**config.mk**
```make
export PLATFORM = sky130hd
export DESIGN_NAME = fwh_job_q
export DESIGN_NICKNAME = d
export VERILOG_FILES = /design/src/hdl/fixed_width_histogram_unit_assert.svh /design/src/hdl/fwh_pkg.sv /design/src/hdl/fwh_job_q.sv
export SDC_FILE = /design/constraint.sdc
export NUM_CORES = 1
export LEC_CHECK = 0
export ABC_CLOCK_PERIOD_IN_PS = 4100
export BUFFER_PORTS_ARGS = -buffer_cell sky130_fd_sc_hd__clkbuf_2
export CAP_MARGIN = 15
export CORE_UTILIZATION = 55
export DETAILED_ROUTE_END_ITERATION = 6
export GPL_ROUTABILITY_DRIVEN = 1
export GPL_TIMING_DRIVEN = 1
export MAX_ROUTING_LAYER = met4
export PLACE_DENSITY_LB_ADDON = 0.12
export SYNTH_ARGS = -nofsm -noshare
export SYNTH_HDL_FRONTEND = slang
export SYNTH_SLANG_ARGS = --single-unit
```
**constraint.sdc**
```tcl
create_clock -name i_clk -period 4.1 [get_ports i_clk]
set_input_delay 1.23 -clock i_clk [delete_from_list [all_inputs] [get_ports i_clk]]
set_output_delay 1.23 -clock i_clk [all_outputs]
set_load 0.005 [all_outputs]
```
**src/hdl/fixed_width_histogram_unit_assert.svh**
```systemverilog
// Assertion macros for the histogram RTL; only fwh_back includes them.
// Each expects i_clk and i_rst_n in the enclosing module.
`ifndef FIXED_WIDTH_HISTOGRAM_UNIT_ASSERT_SVH
`define FIXED_WIDTH_HISTOGRAM_UNIT_ASSERT_SVH

// Same-cycle implication.
`define FWH_ASSERT_IMP(lbl, ante, cons) \
    lbl: assert property (@(posedge i_clk) disable iff (!i_rst_n) (ante) |-> (cons)) \
        else $error("histogram assertion failed");

// Next-cycle implication.
`define FWH_ASSERT_NXT(lbl, ante, cons) \
    lbl: assert property (@(posedge i_clk) disable iff (!i_rst_n) (ante) |=> (cons)) \
        else $error("histogram assertion failed");

`endif

```
**src/hdl/fwh_pkg.sv**
```systemverilog
package fwh_pkg;

    localparam int NUM_BINS        = 1024;
    localparam int SAMPLE_RANGE    = 10000;
    localparam int BIN_AW          = $clog2(NUM_BINS);
    localparam int SAMPLE_W        = 14;
    localparam int BIN_IDX_W       = 10;
    localparam int COUNT_W         = 32;
    localparam int STEP_W          = $clog2(SAMPLE_W);
    localparam int QDEPTH          = 2;
    localparam int QPTR_W          = $clog2(QDEPTH);
    localparam int QCNT_W          = $clog2(QDEPTH + 1);
    localparam logic [SAMPLE_W-1:0] BIN_WIDTH_RESET = SAMPLE_W'(100);

    localparam logic CMD_ADD  = 1'b0;
    localparam logic CMD_READ = 1'b1;

    typedef struct packed {
        logic                 cmd;
        logic [SAMPLE_W-1:0]  sample_value;
        logic [BIN_IDX_W-1:0] read_bin;
    } t_in_item;

    typedef struct packed {
        logic [BIN_IDX_W-1:0] bin_index;
        logic [COUNT_W-1:0]   bin_count;
        logic                 saturated;
    } t_out_item;

    // Classified command handed from front to back.
    typedef struct packed {
        logic                 is_add;
        logic                 in_range;
        logic [BIN_IDX_W-1:0] bin_index;
        logic [BIN_AW-1:0]    addr;
    } t_job;

endpackage

```
**src/hdl/fwh_job_q.sv**
```systemverilog
module fwh_job_q (
    input  logic          i_clk,
    input  logic          i_rst_n,
    input  logic          i_push,
    input  fwh_pkg::t_job i_job,
    output logic          o_full,
    input  logic          i_pop,
    output fwh_pkg::t_job o_job,
    output logic          o_empty
);
    import fwh_pkg::*;

    t_job              r_mem [QDEPTH];
    logic [QPTR_W-1:0] r_wr;
    logic [QPTR_W-1:0] r_rd;
    logic [QCNT_W-1:0] r_cnt;
    logic              do_push;
    logic              do_pop;

    assign o_full  = (r_cnt == QCNT_W'(QDEPTH));
    assign o_empty = (r_cnt == '0);
    assign o_job   = r_mem[r_rd];
    assign do_push = i_push && !o_full;
    assign do_pop  = i_pop && !o_empty;

    always_ff @(posedge i_clk) begin
        if (do_push) begin
            r_mem[r_wr] <= i_job;
        end
    end

    always_ff @(posedge i_clk) begin
        if (!i_rst_n) begin
            r_wr  <= '0;
            r_rd  <= '0;
            r_cnt <= '0;
        end else begin
            if (do_push) begin
                r_wr <= r_wr + 1'b1;
            end
            if (do_pop) begin
                r_rd <= r_rd + 1'b1;
            end
            r_cnt <= r_cnt + QCNT_W'(do_push) - QCNT_W'(do_pop);
        end
    end

endmodule

```
==> results.md, run 1 <==
- Status: finished clean
- Via density: 4.923
- Total Power: 0.001279 W
- Clock transition at path regs: 0.12 ns
- RSZ-0062 raised after global routing: no
- Total Routing Usage GR: 17.05%
- Netlist cell types: 17
- Number of setup violations in the final report: 0
- Overflow after GRT: 0
- Global-route wire length before repair: 4002 um
- Data required, critical path: 2.87 ns
- Power per cell area: 569.3 mW/mm2
- Starting Density: 59.84%
- Worst EP arrival: 1.69 ns
- Startpoint types: flip-flop
- Count of final hold-check violations: 0
- Seq/Total Area, Yosys: 74.74%
- Initial DRC Count: 30
- Max-slew violation count: 0
- Fillers: between 200 and 250
- # IOs: 50
- Clk_skew: between 0.004 and 0.005 ns
- Nets: 180
- Crit end category: output pin
- Area of all sequential standard cells: 0.001421 mm2
- Worst hold path class: reg -> reg
- Post-CTS Setup Bufs: 0
- Number of clock sinks: 49
- CTS tree: built
- Compound-Gate Fraction of Synth Area: 0.4605%
- Multi-input logic area: 449.2 um2
- Hold WS: 0.5174 ns
- Die ar.: 0.003697 mm2
- Min Tclk post-route: 2.922 ns
- Critical Path Slowest Stage Cell: dfxtp_1
- Layout area overhead: 18.16%
- Max incr delay on CP: 0.62 ns
- FMAX: 0.3422 GHz
- Count of input and output buffers: 49
- Post-Layout Cell Count: 195
- Cells after DPL: 189
- Detailed Routing Iterations Pass 1: 4
- Via count: 960
- Post-Syn Instances: 95
- Yosys reg bits: between 40 and 50
- Hold Buf Count CTS: 0
- Yosys warning total: 0
- Crit path kind: reg -> out
- Ratio of cells with drive above 1 in the final layout: 54.30%
- Setup TNS: 0 ns
- Post-Synth Adder-Cell Area: 1.316%
- Main combinational cell family by area after synthesis: multiplexers
- Post-Syn Area per Cell: 20.02 um2
- Largest net degree at the start of global routing: 23
- Vias in the first global route: between 900 and 1000
- Clock Path Buffers: 2
- FP Rows: 20
- N_diodes: 0
- Slew headroom: 33.74%
- H-tree levels: 2
- CP Buf/Inv Count: 2
- Core Area: 0.003178 mm2
- Synth Area in Simple Gates: around 3.3%
- Initial antenna violation count: 0
- Dpl hpwl: around 2000 um
- Placer Congestion: 0.6209
- Worst-path fanout max: 9
- Multiplexer area fraction after synthesis: 17.50%
- Top cell family by delay on the critical path: flip-flops
- # DRC: 0
- Wire length per cell: about 14 um
- Leak: 0.9356 nW
- Syn nets: 123
- Synthesized cell area: 0.001902 mm2
- CP Cell Sequence: buf_4, mux2_4, clkbuf_2
- Post_cts resized: 0
- Final antenna-violating net count: 0
- Total CTS buffers: 5
- Least-Margin Pin Slew: 0.9939 ns
- WL final: between 2000 and 3000 um
- CTS root buffer: clkbuf_4
- Die W: 60.81 um
- Fin crit share: about 70%
- Total of max-cap violations: 0
- Post-Synth XOR/XNOR Area: 0.9211%
- Die height: 60.81 um
- Worst-Skew Late Latency: 0.35 ns
- Worst VDD drop: roughly 0.00036 V
per-stage QoR:
stage                     util, %  setup WS [ns]  instance area, um2
after floorplan                 -          1.433                1902
after global placement      69.37          1.557                2205
after detailed placement    69.37          1.517                2205
after CTS                   70.71          1.133                2247
after global routing        70.71          1.057                2247
final                       70.71          1.178                2247
sequential cells by signal, indices dropped and copies added (netlist names), named ones only:
| name | flops |
|---|---|
| r_mem | 44 |
| r_cnt | 2 |
| r_rd | 1 |
| r_wr | 1 |
cell usage in the layout (no fill, tap or decap), types with 3 or more instances in the layout:
cell type / count
clkbuf_2: 49
edfxtp_1: 44
mux2_4: 20
dfxtp_1: 5
clkbuf_4: 5
nor2_1: 4
inv_1: 3
buf_4: 3
cell families after synthesis:
kind of cell,count (synthesis)
flip-flops,49
multiplexers,23
AND/OR/NAND/NOR,13
buffers and inverters,5
XOR/XNOR,2
adder cells (fa/ha/maj),2
AO/OA/AOI/OAI,1
worst paths after layout:
check	cells after the start	startpoint	slack (ns)	end
setup / recovery	3	flip-flop	1.18	o_job[7]
hold reg to reg	2	r_wr	0.52	r_wr
hold / removal	2	r_wr	0.52	r_wr
setup reg to reg	4	r_cnt[0]	2.28	r_mem[0][17]
power breakdown:
| group | internal [W] | switching [W] | total (W) |
|---|---|---|---|
| combinational | 0.000231 | 0.000168 | 0.000399 |
| sequential | 0.000646 | 0.0000457 | 0.000692 |
| clock | 0.0000597 | 0.000129 | 0.000188 |
synthesized netlist by cell type:
master | instances | share of area, %
inv_1 | 3 | 0.59
mux2_4 | 20 | 16
nor2_1 | 5 | 0.99
mux2i_1 | 1 | 0.53
buf_6 | 2 | 1.2
xor2_1 | 1 | 0.46
edfxtp_1 | 44 | 69
nand2b_1 | 2 | 0.66
nor3_1 | 1 | 0.26
and3_1 | 1 | 0.33
ha_1 | 2 | 1.3
o21a_2 | 1 | 0.46
dfxtp_1 | 5 | 5.3
nand2_1 | 2 | 0.39
xnor2_1 | 1 | 0.46
mux2_2 | 2 | 1.2
and2_1 | 2 | 0.66
layer usage:
| layer | vias up | track usage, % | share of wire (%) |
|---|---|---|---|
| met4 | 0 | 8.766 | 2.1 |
| met1 | 456 | 14.18 | 37 |
| met5 | - | - | 0 |
| met2 | 32 | 31.40 | 55 |
| li1 | 465 | - | - |
| met3 | 7 | 7.249 | 5.5 |
cell type report:
cell class,count,share of cell area [%]
clock buffer,5,1.670
tap,44,2.450
timing repair buffer,52,11.92
multi-input combinational,41,19.99
inverter,3,0.5011
clock inverter,1,0.2227
sequential,49,63.25
worst reg2reg max path: cells and delay by family, from the launching register on:
family | cells | cell delay (ns)
flip-flops | 1 | 0.40
AND/OR/NAND/NOR | 3 | 0.80
buffers and inverters | 1 | 0.33
Note: power is estimated with default switching activity, not from simulation.
==> run 2, diff against run 1 <==
- ABC_CLOCK_PERIOD_IN_PS: 4100 -> 2830
- CORE_UTILIZATION: 55 -> 51
- clock period: 4.1 -> 2.83 ns (I/O delays scaled with it)
==> results.md, run 2 (synthesized netlist as in run 1, its figures left out) <==
- Worst-Skew Late Latency: 0.29 ns (-0.06 ns)
- Detailed Routing Iterations Pass 1: 4 (unchanged)
- Vias in the first global route: 1030 (+7.5%)
- Fillers: 243 (+2.1%)
- Fin crit share: 87.72%
- Crit path kind: reg -> out
- Crit end category: output pin
- Die W: 63.07 um (+3.7%)
- Power per cell area: 883.6 mW/mm2 (+55%)
- N_diodes: 0 (unchanged)
- Clock transition at path regs: 0.08 ns (-0.04 ns)
- Starting Density: 55.25% (-4.6 points)
- Count of final hold-check violations: 0 (unchanged)
- Max-slew violation count: 0 (unchanged)
- RR Startpoint: r_cnt[0]
- Status: finished clean
- Count of input and output buffers: 49 (unchanged)
- Worst-path fanout max: 8 (-1)
- Core Area: 0.003442 mm2 (+8.3%)
- Hold Startpoint: r_wr
- Dpl hpwl: 1950 um (-2.3%)
- Post-CTS Setup Bufs: 0 (unchanged)
- Worst VDD drop: 0.0004489 V (+25%)
- Most frequent cells in the layout: clkbuf_2, edfxtp_1, mux2_4
- FP Rows: 21 (+5.0%)
- Via density: 4.850 (-1.5%)
- Hold Buf Count CTS: 0 (unchanged)
- Overflow after GRT: 0 (unchanged)
- Number of setup violations in the final report: 0 (unchanged)
- WL final: 2799 um (+2.5%)
- Final antenna-violating net count: 0 (unchanged)
- Startpoint types: flip-flop
- Post-Layout Cell Count: 200 (+2.6%)
- Data required, critical path: 1.98 ns (-0.89 ns)
- Ratio of cells with drive above 1 in the final layout: 53.90% (-0.41 points)
- Clock Path Buffers: 2 (unchanged)
- Wire length per cell: 14.00 um (-0.11%)
- Via count: 970 (+1.0%)
- Setup TNS: 0 ns (unchanged)
- Largest register FFs: 44 (unchanged)
- Post_cts resized: 0 (unchanged)
- H-tree levels: 2 (unchanged)
- Biggest regs: r_mem x44, r_cnt x2
- Initial antenna violation count: 0 (unchanged)
- # DRC: 0 (unchanged)
- Clk_skew: 0.003847 ns (-0.0008227 ns)
- Die ar.: 0.003977 mm2 (+7.6%)
- Total Power: 0.002062 W (+61%)
- Least-Margin Pin Slew: 0.5028 ns (-0.4910 ns)
- Total CTS buffers: 5 (unchanged)
- CTS tree: built
- Largest net degree at the start of global routing: 23 (unchanged)
- Worst EP arrival: 1.63 ns (-0.06 ns)
- Slew headroom: 66.43% (+33 points)
- Number of clock sinks: 49 (unchanged)
- FMAX: 0.4028 GHz
- Placer Congestion: 0.6261 (+0.84%)
- Cells after DPL: 192 (+1.6%)
- Nets: 181 (+0.56%)
- Commonest non-fill, non-tap cell in the layout: clkbuf_2
- Post-layout util: 67.79% (-2.9 points)
- Global-route wire length before repair: 4443 um (+11%)
- # IOs: 50 (unchanged)
- CTS root buffer: clkbuf_8
- Initial DRC Count: 37 (+23%)
- Largest Register: r_mem
- Min Tclk post-route: 2.482 ns
- Layout area overhead: 22.70%
- Total of max-cap violations: 0 (unchanged)
- Die height: 63.07 um (+3.7%)
- RSZ-0062 raised after global routing: no
- Worst hold path class: reg -> reg
- Leak: 0.9700 nW (+3.7%)
- Total Routing Usage GR: 15.90% (-1.2 points)
[run 2: cell types whose count changed in the layout (fill, tap and decap cells not counted), sizes merged]
cell | previous run | this run
buf | 3 | 4
clkbuf | 54 | 55
bufinv | 0 | 1
[run 2: through the flow]
step	hold slack [ns]	setup WS (ns)	area, um2
CTS	0.4981	0.3126	2333
floorplan	0.4549	0.5444	1902
finish	0.4984	0.3475	2333
detailed placement	0.4866	0.6387	2227
global route	0.5241	0.2278	2333
global placement	0.4785	0.6872	2227
[run 2: worst max-delay path, cell delays in order, from the launching register on]
cell,delay (ns)
dfxtp_1,0.64
buf_4,0.28
mux2_4,0.31
clkbuf_2,0.11
[run 2: cell type report]
cell class	count	area, um2	share of cell area [%]
sequential	49	1421	60.91
clock inverter	2	33.78	1.448
inverter	3	11.26	0.4826
tap	46	57.56	2.466
timing repair buffer	53	287.8	12.33
multi-input combinational	41	449.2	19.25
clock buffer	6	72.57	3.110
[run 2: worst paths after layout]
path	end	slack [ns]	depth (start not counted)
worst max register to register	r_cnt[1]	1.13	8
worst max-delay path	o_job[4]	0.35	3
worst min-delay path	r_wr	0.50	2
worst min register to register	r_wr	0.50	2
[run 2: where the power goes]
part / switching, W / leakage [nW] / internal [W]
logic: 0.000245 / 0.465 / 0.000352
clock network: 0.000202 / 0.0528 / 0.000261
registers: 0.0000669 / 0.452 / 0.000936
total: 0.000514 / 0.970 / 0.00155
[run 2: layer usage]
layer	vias to the layer above	global-route usage (%)	part of all wire [%]
met4	0	7.558	1.2
met5	-	-	0
met3	4	5.254	5.9
met2	35	28.23	53
li1	470	-	-
met1	461	15.38	40
