$ cat src/hdl/fixed_width_histogram_unit_assert.svh
// Assertion macros for the histogram RTL; only fwh_back includes them.
// Each expects i_clk and i_rst_n in the enclosing module.
`ifndef FIXED_WIDTH_HISTOGRAM_UNIT_ASSERT_SVH
`define FIXED_WIDTH_HISTOGRAM_UNIT_ASSERT_SVH

// Same-cycle implication.
`define FWH_ASSERT_IMP(lbl, ante, cons) \
    lbl: assert property (@(posedge i_clk) disable iff (!i_rst_n) (ante) |-> (cons)) \
        else $error("histogram assertion failed");

// Next-cycle implication.
`define FWH_ASSERT_NXT(lbl, ante, cons) \
    lbl: assert property (@(posedge i_clk) disable iff (!i_rst_n) (ante) |=> (cons)) \
        else $error("histogram assertion failed");

`endif

$ cat src/hdl/fwh_pkg.sv
package fwh_pkg;

    localparam int NUM_BINS        = 1024;
    localparam int SAMPLE_RANGE    = 10000;
    localparam int BIN_AW          = $clog2(NUM_BINS);
    localparam int SAMPLE_W        = 14;
    localparam int BIN_IDX_W       = 10;
    localparam int COUNT_W         = 32;
    localparam int STEP_W          = $clog2(SAMPLE_W);
    localparam int QDEPTH          = 2;
    localparam int QPTR_W          = $clog2(QDEPTH);
    localparam int QCNT_W          = $clog2(QDEPTH + 1);
    localparam logic [SAMPLE_W-1:0] BIN_WIDTH_RESET = SAMPLE_W'(100);

    localparam logic CMD_ADD  = 1'b0;
    localparam logic CMD_READ = 1'b1;

    typedef struct packed {
        logic                 cmd;
        logic [SAMPLE_W-1:0]  sample_value;
        logic [BIN_IDX_W-1:0] read_bin;
    } t_in_item;

    typedef struct packed {
        logic [BIN_IDX_W-1:0] bin_index;
        logic [COUNT_W-1:0]   bin_count;
        logic                 saturated;
    } t_out_item;

    // Classified command handed from front to back.
    typedef struct packed {
        logic                 is_add;
        logic                 in_range;
        logic [BIN_IDX_W-1:0] bin_index;
        logic [BIN_AW-1:0]    addr;
    } t_job;

endpackage

$ cat src/hdl/fwh_front.sv
module fwh_front (
    input  logic                          i_clk,
    input  logic                          i_rst_n,
    input  logic                          i_cfg_valid,
    output logic                          o_cfg_ready,
    input  logic [fwh_pkg::SAMPLE_W-1:0]  i_cfg_data,
    input  logic                          push,
    output logic                          full,
    input  fwh_pkg::t_in_item             i_item,
    input  logic                          i_clearing,
    output logic                          o_job_push,
    output fwh_pkg::t_job                 o_job,
    input  logic                          i_job_full
);
    import fwh_pkg::*;

    typedef enum logic [1:0] {S_IDLE, S_DIV, S_SEND} t_state;

    t_state                r_state;
    logic [SAMPLE_W-1:0]   r_bin_width;
    logic [SAMPLE_W-1:0]   r_div;
    logic [SAMPLE_W-1:0]   r_rem;
    logic [SAMPLE_W-1:0]   r_quo;
    logic [STEP_W-1:0]     r_step;
    t_job                  r_job;

    logic [SAMPLE_W-1:0]   n_sample;
    logic [SAMPLE_W:0]     n_trial;
    logic                  n_bit;
    logic [SAMPLE_W-1:0]   n_rem;
    logic [SAMPLE_W-1:0]   n_quo;
    logic [SAMPLE_W-1:0]   n_bin;
    logic                  accept;

    assign o_cfg_ready = 1'b1;
    assign full        = (r_state != S_IDLE) || i_clearing;
    assign accept      = push && !full;
    assign o_job_push  = (r_state == S_SEND) && !i_job_full;
    assign o_job       = r_job;

    // clamp out-of-range samples to the top of the range
    assign n_sample = (32'(i_item.sample_value) >= SAMPLE_RANGE)
                    ? SAMPLE_W'(SAMPLE_RANGE - 1) : i_item.sample_value;

    // restoring divide, one quotient bit per cycle, MSB first
    assign n_trial = {r_rem, r_quo[SAMPLE_W-1]};
    assign n_bit   = (n_trial >= {1'b0, r_div});
    assign n_rem   = n_bit ? SAMPLE_W'(n_trial - {1'b0, r_div}) : n_trial[SAMPLE_W-1:0];
    assign n_quo   = {r_quo[SAMPLE_W-2:0], n_bit};
    assign n_bin   = (32'(n_quo) >= NUM_BINS) ? SAMPLE_W'(NUM_BINS - 1) : n_quo;

    always_ff @(posedge i_clk) begin
        if (!i_rst_n) begin
            r_state     <= S_IDLE;
            r_bin_width <= BIN_WIDTH_RESET;
        end else begin
            if (i_cfg_valid) begin
                r_bin_width <= i_cfg_data;
            end
            unique case (r_state)
                S_IDLE: begin
                    if (accept) begin
                        if (i_item.cmd == CMD_READ) begin
                            r_job.is_add    <= 1'b0;
                            r_job.in_range  <= (32'(i_item.read_bin) < NUM_BINS);
                            r_job.bin_index <= i_item.read_bin;
                            r_job.addr      <= BIN_AW'(i_item.read_bin);
                            r_state         <= S_SEND;
                        end else begin
                            r_quo   <= n_sample;
                            r_rem   <= '0;
                            r_div   <= r_bin_width;
                            r_step  <= STEP_W'(SAMPLE_W - 1);
                            r_state <= S_DIV;
                        end
                    end
                end
                S_DIV: begin
                    r_rem  <= n_rem;
                    r_quo  <= n_quo;
                    r_step <= r_step - 1'b1;
                    if (r_step == '0) begin
                        r_job.is_add    <= 1'b1;
                        r_job.in_range  <= 1'b1;
                        r_job.bin_index <= BIN_IDX_W'(n_bin);
                        r_job.addr      <= BIN_AW'(n_bin);
                        r_state         <= S_SEND;
                    end
                end
                S_SEND: begin
                    if (!i_job_full) begin
                        r_state <= S_IDLE;
                    end
                end
                default: r_state <= S_IDLE;
            endcase
        end
    end

endmodule

$ cat config.mk
export PLATFORM = sky130hd
export DESIGN_NAME = fwh_front
export DESIGN_NICKNAME = d
export VERILOG_FILES = /design/src/hdl/fixed_width_histogram_unit_assert.svh /design/src/hdl/fwh_pkg.sv /design/src/hdl/fwh_front.sv
export SDC_FILE = /design/constraint.sdc
export NUM_CORES = 1
export LEC_CHECK = 0
export ABC_AREA = 1
export BUFFER_PORTS_ARGS = -buffer_cell sky130_fd_sc_hd__buf_2
export CORE_MARGIN = 1
export CORE_UTILIZATION = 38
export CTS_BUF_LIST = sky130_fd_sc_hd__clkbuf_8
export CTS_CLUSTER_SIZE = 16
export DETAILED_ROUTE_END_ITERATION = 10
export SYNTH_ARGS = -nofsm -noshare
export SYNTH_HDL_FRONTEND = slang
export SYNTH_SLANG_ARGS = --single-unit
$ cat constraint.sdc
create_clock -name i_clk -period 6.41 [get_ports i_clk]
set_input_delay 0.3205 -clock i_clk [delete_from_list [all_inputs] [get_ports i_clk]]
set_output_delay 0.3205 -clock i_clk [all_outputs]
set_load 0.005 [all_outputs]
==> results of run 1 <==
state kept, by name, summed over array words and instances (netlist names):
signal and flops:
r_quo 14, r_div 14, r_step 4, r_state 2, o_job 11, r_rem 14
r_bin_width 14
cell families after synthesis:
group,after synthesis,synth area share
other,1,0.0009104
xor gates and xnor gates,5,0.01063
and+or+nand+nor,263,0.2795
DFF,73,0.4933
buffers and inverters,91,0.09903
adders and majority gates,16,0.05043
AOI/OAI and AO/OA,45,0.06623
stage by stage:
stage | hold slack, ns | power (uW) | util | instances
2_1_floorplan | 0.4029 | 739.8 | - | 495
3_3_place_gp | 0.4113 | 792.8 | 0.4328 | 678
5_1_grt | 0.1781 | 1244 | 0.4531 | 694
4_1_cts | 0.1618 | 1189 | 0.4531 | 694
3_5_place_dp | 0.4105 | 798.5 | 0.4328 | 678
6_report | 0.1750 | 1176 | 0.4531 | 694
per-layer routing:
layer,track usage,routed length (um),up-vias
li1,-,-,1705
met1,0.2279,4009,1444
met2,0.2588,3928,81
met3,0.03617,458,16
met4,0.06944,199,0
met5,0,0,-
worst max-delay path by stage:
stage,from,end,cells past startpoint
after floorplan,r_state[1],r_quo[0],4
after global placement,r_step[0],o_job[17],6
after detailed placement,r_state[0],o_job[19],5
after CTS,r_step[0],o_job[14],6
after global routing,r_state[0],o_job[19],5
final,r_state[0],o_job[18],5
critical path, stage by stage, from the launching register on:
cell and delay [ns]:
dfxtp_1 0.44, inv_1 0.14, nor2_4 0.66, inv_1 0.55, nor2_1 0.25, o21ai_0 0.12
area by class of cell:
cell class / count / area [um^2]
tap: 136 / 170.2
fill: 1028 / 5697
multi-input combinational: 331 / 1693
clock buffer: 9 / 123.9
timing repair buffer: 70 / 357.8
sequential: 73 / 2032
clock inverter: 7 / 87.58
inverter: 68 / 255.2
cell usage in the layout (no fill, tap or decap), drive strengths merged, types with 4 or more instances in the layout:
| cell | count |
|---|---|
| nand2 | 123 |
| nor2 | 91 |
| inv | 70 |
| buf | 70 |
| edfxtp | 57 |
| nand3 | 30 |
| o21ai | 20 |
| a21oi | 18 |
| dfxtp | 16 |
| ha | 15 |
| nand4 | 11 |
| clkbuf | 9 |
| xnor2 | 4 |
where the power goes:
| part | internal (uW) | switching, uW | leakage (uW) |
|---|---|---|---|
| registers | 554 | 15.7 | 0.000650 |
| clock network | 216 | 174 | 0.000109 |
| logic | 78.1 | 138 | 0.00144 |
==> run_results.csv, run 1 <==
group,metric,value,unit
outcome,status,"completed",
clocking,cts_tree,"done",
synthesis,synth_edf_count,57,
sta,grt_setup_unrepaired,"false",
clocking,worstSkewPairLatency,0.36,ns
clocking,cts_buffers,9,
final_layout,drive_above_1_share,0.1918,
detailed_routing,avgRoutedWirePerCell,12.39,um
clocking,numClockSinks,73,
detailed_routing,drt-pass1-iter-count,5,
critical_path,end_kind,"register",
floorplan,die_h,106.1,um
sta,relSlewSlack,0.3020,
sta,setup_viol,0,
synthesis,yosys.cell_types.count,37,
synthesis,synth.area.top_cells,"edfxtp_1, nand2_1, nor2_1",
placement,place_ws,3.938,ns
final_layout,layout.nets,614,
sta,fmax,406.4,MHz
critical_path,path_class,"reg2reg",
placement,portBuffers,67,
sta,setup_tns,0,ns
sta,min_period_over_period,0.3839,
sta,worstMarginPinSlew,1.043,ns
floorplan,die_w,106.1,um
placement,place_area,4508,um^2
detailed_routing,drc,0,
min_path,holdPathStages,3,
placement,dpl.hpwl,6439,um
floorplan,rows,37,
critical_path,critical_path_peak_fanout,37,
floorplan,pin_count,70,
detailed_routing,via_per_inst,4.677,
clocking,clock_path_buffers,2,
synthesis,synth_top_cell_area_share,0.4156,
critical_path,reg2reg_from,"r_state[0]",
synthesis,ys_seq_elements,73,
placement,place_congestion,0.8541,
clocking,cts_hold_buf,0,
synthesis,synth_area_per_cell,8.338,um^2
global_route,grt_pass1_wl,14790,um
min_path,hold_end,"r_bin_width[5]",
critical_path,r2r_setup_slack,3.95,ns
detailed_routing,ant_nets,0,
sta,hold_violations,0,
clocking,clockRootBuffer,"clkbuf_8",
power,cellPowerDensity,249.1,nW/um^2
synthesis,synth_common_cells,"nand2_1, nor2_1, inv_1, edfxtp_1, nand3_1",
floorplan,fp.coreArea,10420,um^2
job,cap_violations,0,
synthesis,ys_warn_count,0,
min_path,min_path_type,"in2reg",
synthesis,synth_area,4119,um^2
clocking,clk_pin_slew_worst_paths,0.08,ns
synthesis,synthCells,494,
sta,worst_slack,3.949,ns
clocking,htree_levels,3,
synthesis,yosysMostFrequentCell,"nand2_1",
critical_path,required,6.47,ns
global_route,grt_max_degree,38,
clocking,postCtsSetupBuffers,0,
detailed_routing,drtIter0Drc,141,
final_layout,syn2layout_area_growth,14.58,%
critical_path,worstPathArrival,2.52,ns
floorplan,start_util,0.3954,
final_layout,num_antenna_cells,0,
synthesis,yosysTopAreaCell,"edfxtp_1",
sta,fin_crit,2.461,ns
synthesis,async_flop_share,0,
global_route,gr-total-overflow,0,
critical_path,r2r-end,"o_job[18]",
critical_path,reg2regPathDepth,5,
critical_path,start_kind,"register",
sta,clock_skew,0.008795,ns
sta,drv_slew,0,
clocking,post_cts_resized,0,
global_route,antenna_found_initial,0,
final_layout,fin_area,4720,um^2
detailed_routing,vias,3246,
detailed_routing,drt-total-wl,8596,um
min_path,hp-start,"i_cfg_data[5]",
power,p_leak,0.002197,uW
synthesis,yosysSeqAreaShare,0.4933,
global_route,grtUsageTotal,0.1679,
power,peakVddDrop,0.1359,mV
floorplan,die_area,11260,um^2
synthesis,synth_flop_cell,"edfxtp_1",
global_route,grt_pass1_vias,3165,
(Power assumes the default switching activity.)
==> run 2, diff against run 1 <==
Clock period 6.41 ns to 2.16 ns, I/O delays scaled along.
==> run 2 against run 1 <==
Compared with the run above:
- final area increased by 7.2%
- clock power grew to 3.2 times the previous value
- global-route usage is 0.17 points lower
- via count is 4.9% higher
- hold slack got worse by 0.15 ns
- non-clock buffer count up 22
- critical path depth up 5
- clock-buffer cell count stayed put
- sequential share of layout area down 2.9 points
- fmax grew 21%
- clock skew up 0.0022 ns
- largest cell class unchanged
- largest power group unchanged
- highest routed layer unchanged
==> run_results.csv, run 2 (same netlist as run 1, synthesis figures left out) <==
group,metric,value,unit
outcome,status,"completed",
final_layout,num_antenna_cells,0,
critical_path,required,2.25,ns
power,switching_share,0.2659,
sta,grt_setup_unrepaired,"false",
placement,portBuffers,67,
sta,whs,0.02744,ns
sta,relSlewSlack,0.6065,
final_layout,final_cell_mix,"nand2_1, nor2_1, buf_2",
clocking,clock_path_buffers,2,
final_layout,final_util,0.4856,
power,power_frac_comb,0.197,
sta,worstMarginPinSlew,0.5896,ns
detailed_routing,drtIter0Drc,186,
clocking,htree_levels,3,
floorplan,die_w,106.1,um
placement,place_congestion,0.8364,
sta,drv_slew,0,
floorplan,rows,37,
critical_path,cp-startpoint,"r_rem[8]",
global_route,antenna_found_initial,0,
sta,min_period_over_period,0.9445,
clocking,numClockSinks,73,
placement,dpl.hpwl,6657,um
clocking,clockRootBuffer,"clkbuf_8",
critical_path,r2r-end,"r_rem[7]",
detailed_routing,vias,3406,
global_route,gr-total-overflow,0,
clocking,clk_pin_slew_worst_paths,0.07,ns
floorplan,start_util,0.3954,
job,cap_violations,0,
detailed_routing,ant_nets,0,
power,p_leak,0.002309,uW
critical_path,critical_path_peak_fanout,16,
detailed_routing,drc,0,
detailed_routing,via_per_inst,4.764,
detailed_routing,drt-total-wl,8925,um
final_layout,drive_above_1_share,0.2211,
min_path,min_path_type,"in2reg",
global_route,grt_pass1_vias,3172,
critical_path,crit_end,"r_rem[7]",
sta,fin_crit,2.040,ns
critical_path,end_kind,"register",
global_route,grtUsageTotal,0.1661,
critical_path,reg2regPathDepth,10,
power,p_sw,975.3,uW
power,p_seq_frac,0.461,
floorplan,die_area,11260,um^2
sta,hold_violations,0,
global_route,grt_max_degree,33,
critical_path,start_kind,"register",
global_route,grt_pass1_wl,14710,um
sta,fmax,490.2,MHz
critical_path,reg2reg_from,"r_rem[8]",
sta,setup_viol,0,
power,cellPowerDensity,725.1,nW/um^2
clocking,worstSkewPairLatency,0.34,ns
detailed_routing,drt-pass1-iter-count,5,
critical_path,path_class,"reg2reg",
floorplan,die_h,106.1,um
sta,clock_skew,0.01102,ns
detailed_routing,avgRoutedWirePerCell,12.48,um
critical_path,r2r_setup_slack,0.12,ns
sta,setup_tns,0,ns
power,p_int,2693,uW
power,peakVddDrop,0.4446,mV
final_layout,syn2layout_area_growth,22.81,%
critical_path,worstPathArrival,2.14,ns
clocking,cts_buffers,9,
floorplan,pin_count,70,
clocking,cts_tree,"done",
floorplan,fp.coreArea,10420,um^2
final_layout,layout.nets,636,
power,p_clk_frac,0.342,
final_layout,mostFrequentLayoutCell,"nand2_1",
run 2: cell count changes in the layout (fill, tap and decap cells not counted), sizes merged:
| cell | change |
|---|---|
| bufinv | +1 |
| dlygate4sd3 | +13 |
| clkinvlp | -1 |
| buf | +9 |
| inv | -1 |
run 2: worst min-delay path by stage:
stage / to / start / slack, ns / cells after the start
after floorplan: r_bin_width[2] / i_cfg_data[2] / 0.23 / 2
after global placement: r_bin_width[6] / i_cfg_data[6] / 0.33 / 3
after detailed placement: r_bin_width[6] / i_cfg_data[6] / 0.33 / 3
after CTS: r_bin_width[4] / i_cfg_data[4] / 0.02 / 3
after global routing: r_bin_width[4] / i_cfg_data[4] / 0.03 / 3
final: r_bin_width[4] / i_cfg_data[4] / 0.03 / 3
run 2: area by class of cell:
class | count | area (um^2)
fillers | 1010 | 5358
flip-flops and latches | 73 | 2032
multi-input cells | 331 | 1790
repair buffers | 92 | 580.6
inverters | 68 | 255.2
well taps | 136 | 170.2
clock buffers | 9 | 123.9
clock inverters | 6 | 106.4
run 2: repair_timing:
item                       4_1_cts  5_1_grt
gates resized for setup          0       14
setup endpoints to repair        0       14
hold endpoints to repair        13        0
setup buffers                    0        1
hold buffers                    13        0
run 2: critical path, cell delays in order (launching register included):
cell and delay [ns]:
edfxtp_1 0.40, ha_2 0.41, nand2_2 0.10, nor2_2 0.14, and2_4 0.17, nand3_4 0.10, nand3_4 0.16, buf_12 0.15
nand2_1 0.07, nand2_1 0.06, nor2_1 0.04
run 2: stage by stage:
stage | setup WS, ns | cells | power (uW) | cell area, um^2
floorplan | 0.1356 | 495 | 2196 | 4133
global placement | 0.1054 | 686 | 2396 | 4593
detailed placement | 0.08706 | 686 | 2405 | 4593
CTS | 0.05696 | 714 | 3677 | 4954
global route | 0.003215 | 715 | 3860 | 5059
finish | 0.1199 | 715 | 3668 | 5059
run 2: power groups by stage:
stage	clock [uW]	sequential [uW]	combinational, uW
floorplan	0	1710	484
global placement	0	1720	678
detailed placement	0	1720	684
CTS	1280	1690	705
global route	1340	1700	822
finish	1250	1690	722
run 2: metal layers:
layer  vias up  track usage  wire length [um]
met3        10      0.03188               303
met1      1566       0.2196              4202
met2        76       0.2713              4286
li1       1754            -                 -
met5         -            0                 0
met4         0      0.05754               131
==> run 3, diff against run 2 <==
Settings changed: CELL_PAD_IN_SITES_DETAIL_PLACEMENT set to 2, CELL_PAD_IN_SITES_GLOBAL_PLACEMENT set to 2, CORE_UTILIZATION 38 to 31, PLACE_DENSITY_LB_ADDON set to 0.1.
==> run 3 against run 2 <==
Compared with the run above:
- highest routed layer unchanged
- total power increased by 0.84%
- register-to-register slack barely moved
- sequential power about the same
- sequential share of layout area shrank 0.72 points
- critical path type unchanged
- largest cell class unchanged
==> run_results.csv, run 3 (same netlist as run 1, synthesis figures left out) <==
group,metric,value,unit
floorplan,start_util,0.3225,
final_layout,fillCellCount,1464,
power,p_seq_frac,0.458,
power,power_frac_comb,0.213,
floorplan,pin_count,70,
global_route,grt_pass1_vias,3734,
floorplan,die_h,117.3,um
critical_path,critical_path_peak_fanout,6,
power,p_sw,1076,uW
final_layout,num_antenna_cells,0,
sta,fin_crit,2.051,ns
global_route,grt_pass1_wl,19200,um
detailed_routing,drtIter0Drc,127,
clocking,worstSkewPairLatency,0.37,ns
power,switching_share,0.2910,
global_route,antenna_found_initial,0,
critical_path,path_cells,"ha_4 > nand2_1 > nor2_2 > and2_4 > nand3_4 > nand3_4 > inv_1 > nor2_1 > nor2_1",
power,p_leak,0.002335,uW
detailed_routing,drt-pass1-iter-count,4,
sta,fmax,487.5,MHz
sta,hold_violations,0,
critical_path,path_class,"reg2reg",
sta,drv_slew,0,
detailed_routing,vias,3532,
outcome,status,"completed",
critical_path,critPathMaxStageDelay,0.45,ns
detailed_routing,via_per_inst,4.672,
min_path,hp-start,"i_job_full",
power,p_int,2622,uW
sta,clock_skew,0.006416,ns
critical_path,reg2regPathDepth,9,
clocking,cts_tree,"done",
power,p_clk_frac,0.329,
critical_path,start_kind,"register",
detailed_routing,ant_nets,0,
detailed_routing,drt-total-wl,12420,um
final_layout,final_cell_mix,"nand2_1, nor2_1, inv_1, buf_2, edfxtp_1",
global_route,grtUsageTotal,0.1904,
final_layout,drive_above_1_share,0.2312,
power,total_power,3699,uW
floorplan,rows,41,
power,cellPowerDensity,718.0,nW/um^2
sta,setup_tns,0,ns
critical_path,end_kind,"register",
detailed_routing,wl_met3,275,um
clocking,numClockSinks,73,
detailed_routing,drc,0,
critical_path,r2r-end,"r_rem[11]",
clocking,clock_path_buffers,2,
placement,portBuffers,67,
global_route,gr-total-overflow,0,
critical_path,worstPathArrival,2.18,ns
final_layout,regArea,2032,um^2
final_layout,layout.nets,640,
sta,worstMarginPinSlew,0.6950,ns
clocking,clockRootBuffer,"clkbuf_8",
floorplan,die_w,117.3,um
job,cap_violations,0,
critical_path,cp_slowest_cell,"edfxtp_1",
floorplan,fp.coreArea,12770,um^2
min_path,hold_end,"r_state[1]",
placement,place_congestion,0.7875,
min_path,holdPathStages,3,
clocking,htree_levels,3,
sta,relSlewSlack,0.5362,
critical_path,required,2.29,ns
clocking,clk_pin_slew_worst_paths,0.08,ns
sta,grt_setup_unrepaired,"true",
critical_path,reg2reg_from,"r_rem[3]",
critical_path,r2r_setup_slack,0.11,ns
power,peakVddDrop,0.3311,mV
clocking,cts_buffers,9,
detailed_routing,wl_met1,5611,um
final_layout,mostFrequentLayoutCell,"nand2_1",
sta,setup_viol,0,
min_path,min_path_type,"in2reg",
detailed_routing,avgRoutedWirePerCell,16.43,um
floorplan,die_area,13750,um^2
global_route,grt_max_degree,33,
final_layout,syn2layout_area_growth,25.06,%
detailed_routing,top_layer,"met4",
final_layout,multi_input_area,1815,um^2
placement,dpl.hpwl,9328,um
detailed_routing,wl_met2,6366,um
sta,min_period_over_period,0.9496,
[run 3: power groups by stage]
| stage | Combinational, uW | Clock (uW) | Sequential [uW] |
|---|---|---|---|
| 2_1_floorplan | 484 | 0 | 1710 |
| 4_1_cts | 773 | 1260 | 1690 |
| 6_report | 787 | 1220 | 1700 |
| 3_5_place_dp | 747 | 0 | 1720 |
| 3_3_place_gp | 714 | 0 | 1720 |
| 5_1_grt | 888 | 1310 | 1710 |
[run 3: how the worst max path moves through the flow]
stage | start | end | slack [ns] | depth (start not counted)
3_5_place_dp | r_rem[5] | r_rem[11] | 0.05 | 9
2_1_floorplan | r_state[1] | r_quo[0] | 0.14 | 4
3_3_place_gp | r_rem[11] | r_rem[9] | 0.10 | 9
5_1_grt | r_rem[3] | r_rem[13] | -0.02 | 9
6_report | r_rem[3] | r_rem[11] | 0.11 | 9
4_1_cts | r_rem[3] | r_rem[11] | 0.02 | 9
[run 3: stage by stage]
stage                     utilization  worst slack (ns)  instances  instance area, um^2  hold slack, ns
after floorplan                     -            0.1356        495                 4133          0.2343
after global placement         0.3649            0.1049        724                 4661          0.3247
after detailed placement       0.3649           0.04814        724                 4661          0.3328
after CTS                      0.3931           0.02407        754                 5021         0.01372
after global routing           0.4033          -0.02261        756                 5151         0.04254
final                          0.4033            0.1088        756                 5151         0.03699
[run 3: area by class of cell]
cell class,instances,share of cell area
sequential,73,0.3945
multi-input combinational,331,0.3524
timing repair buffer,96,0.1190
inverter,68,0.04955
tap,172,0.04178
clock buffer,10,0.02672
clock inverter,6,0.01603
[run 3: routing by layer]
metal / global-route usage / vias up
met2: 0.3329 / 41
met4: 0.06582 / 0
li1: - / 1750
met5: 0 / -
met3: 0.03296 / 13
met1: 0.2359 / 1728
[run 3: repair_timing]
| action | 4_1_cts | 5_1_grt |
|---|---|---|
| hold buffers | 14 | 0 |
| endpoints found under the hold margin | 14 | 0 |
| endpoints found under the setup margin | 0 | 26 |
| setup buffers | 0 | 2 |
| resized for setup | 0 | 19 |
[run 3: worst max-delay path, delay by kind of cell (launching register included)]
kind                     cells  cell delay [ns]
AND/OR/NAND/NOR              7             0.90
buffers and inverters        1             0.13
adder cells (fa/ha/maj)      1             0.33
flip-flops                   1             0.45
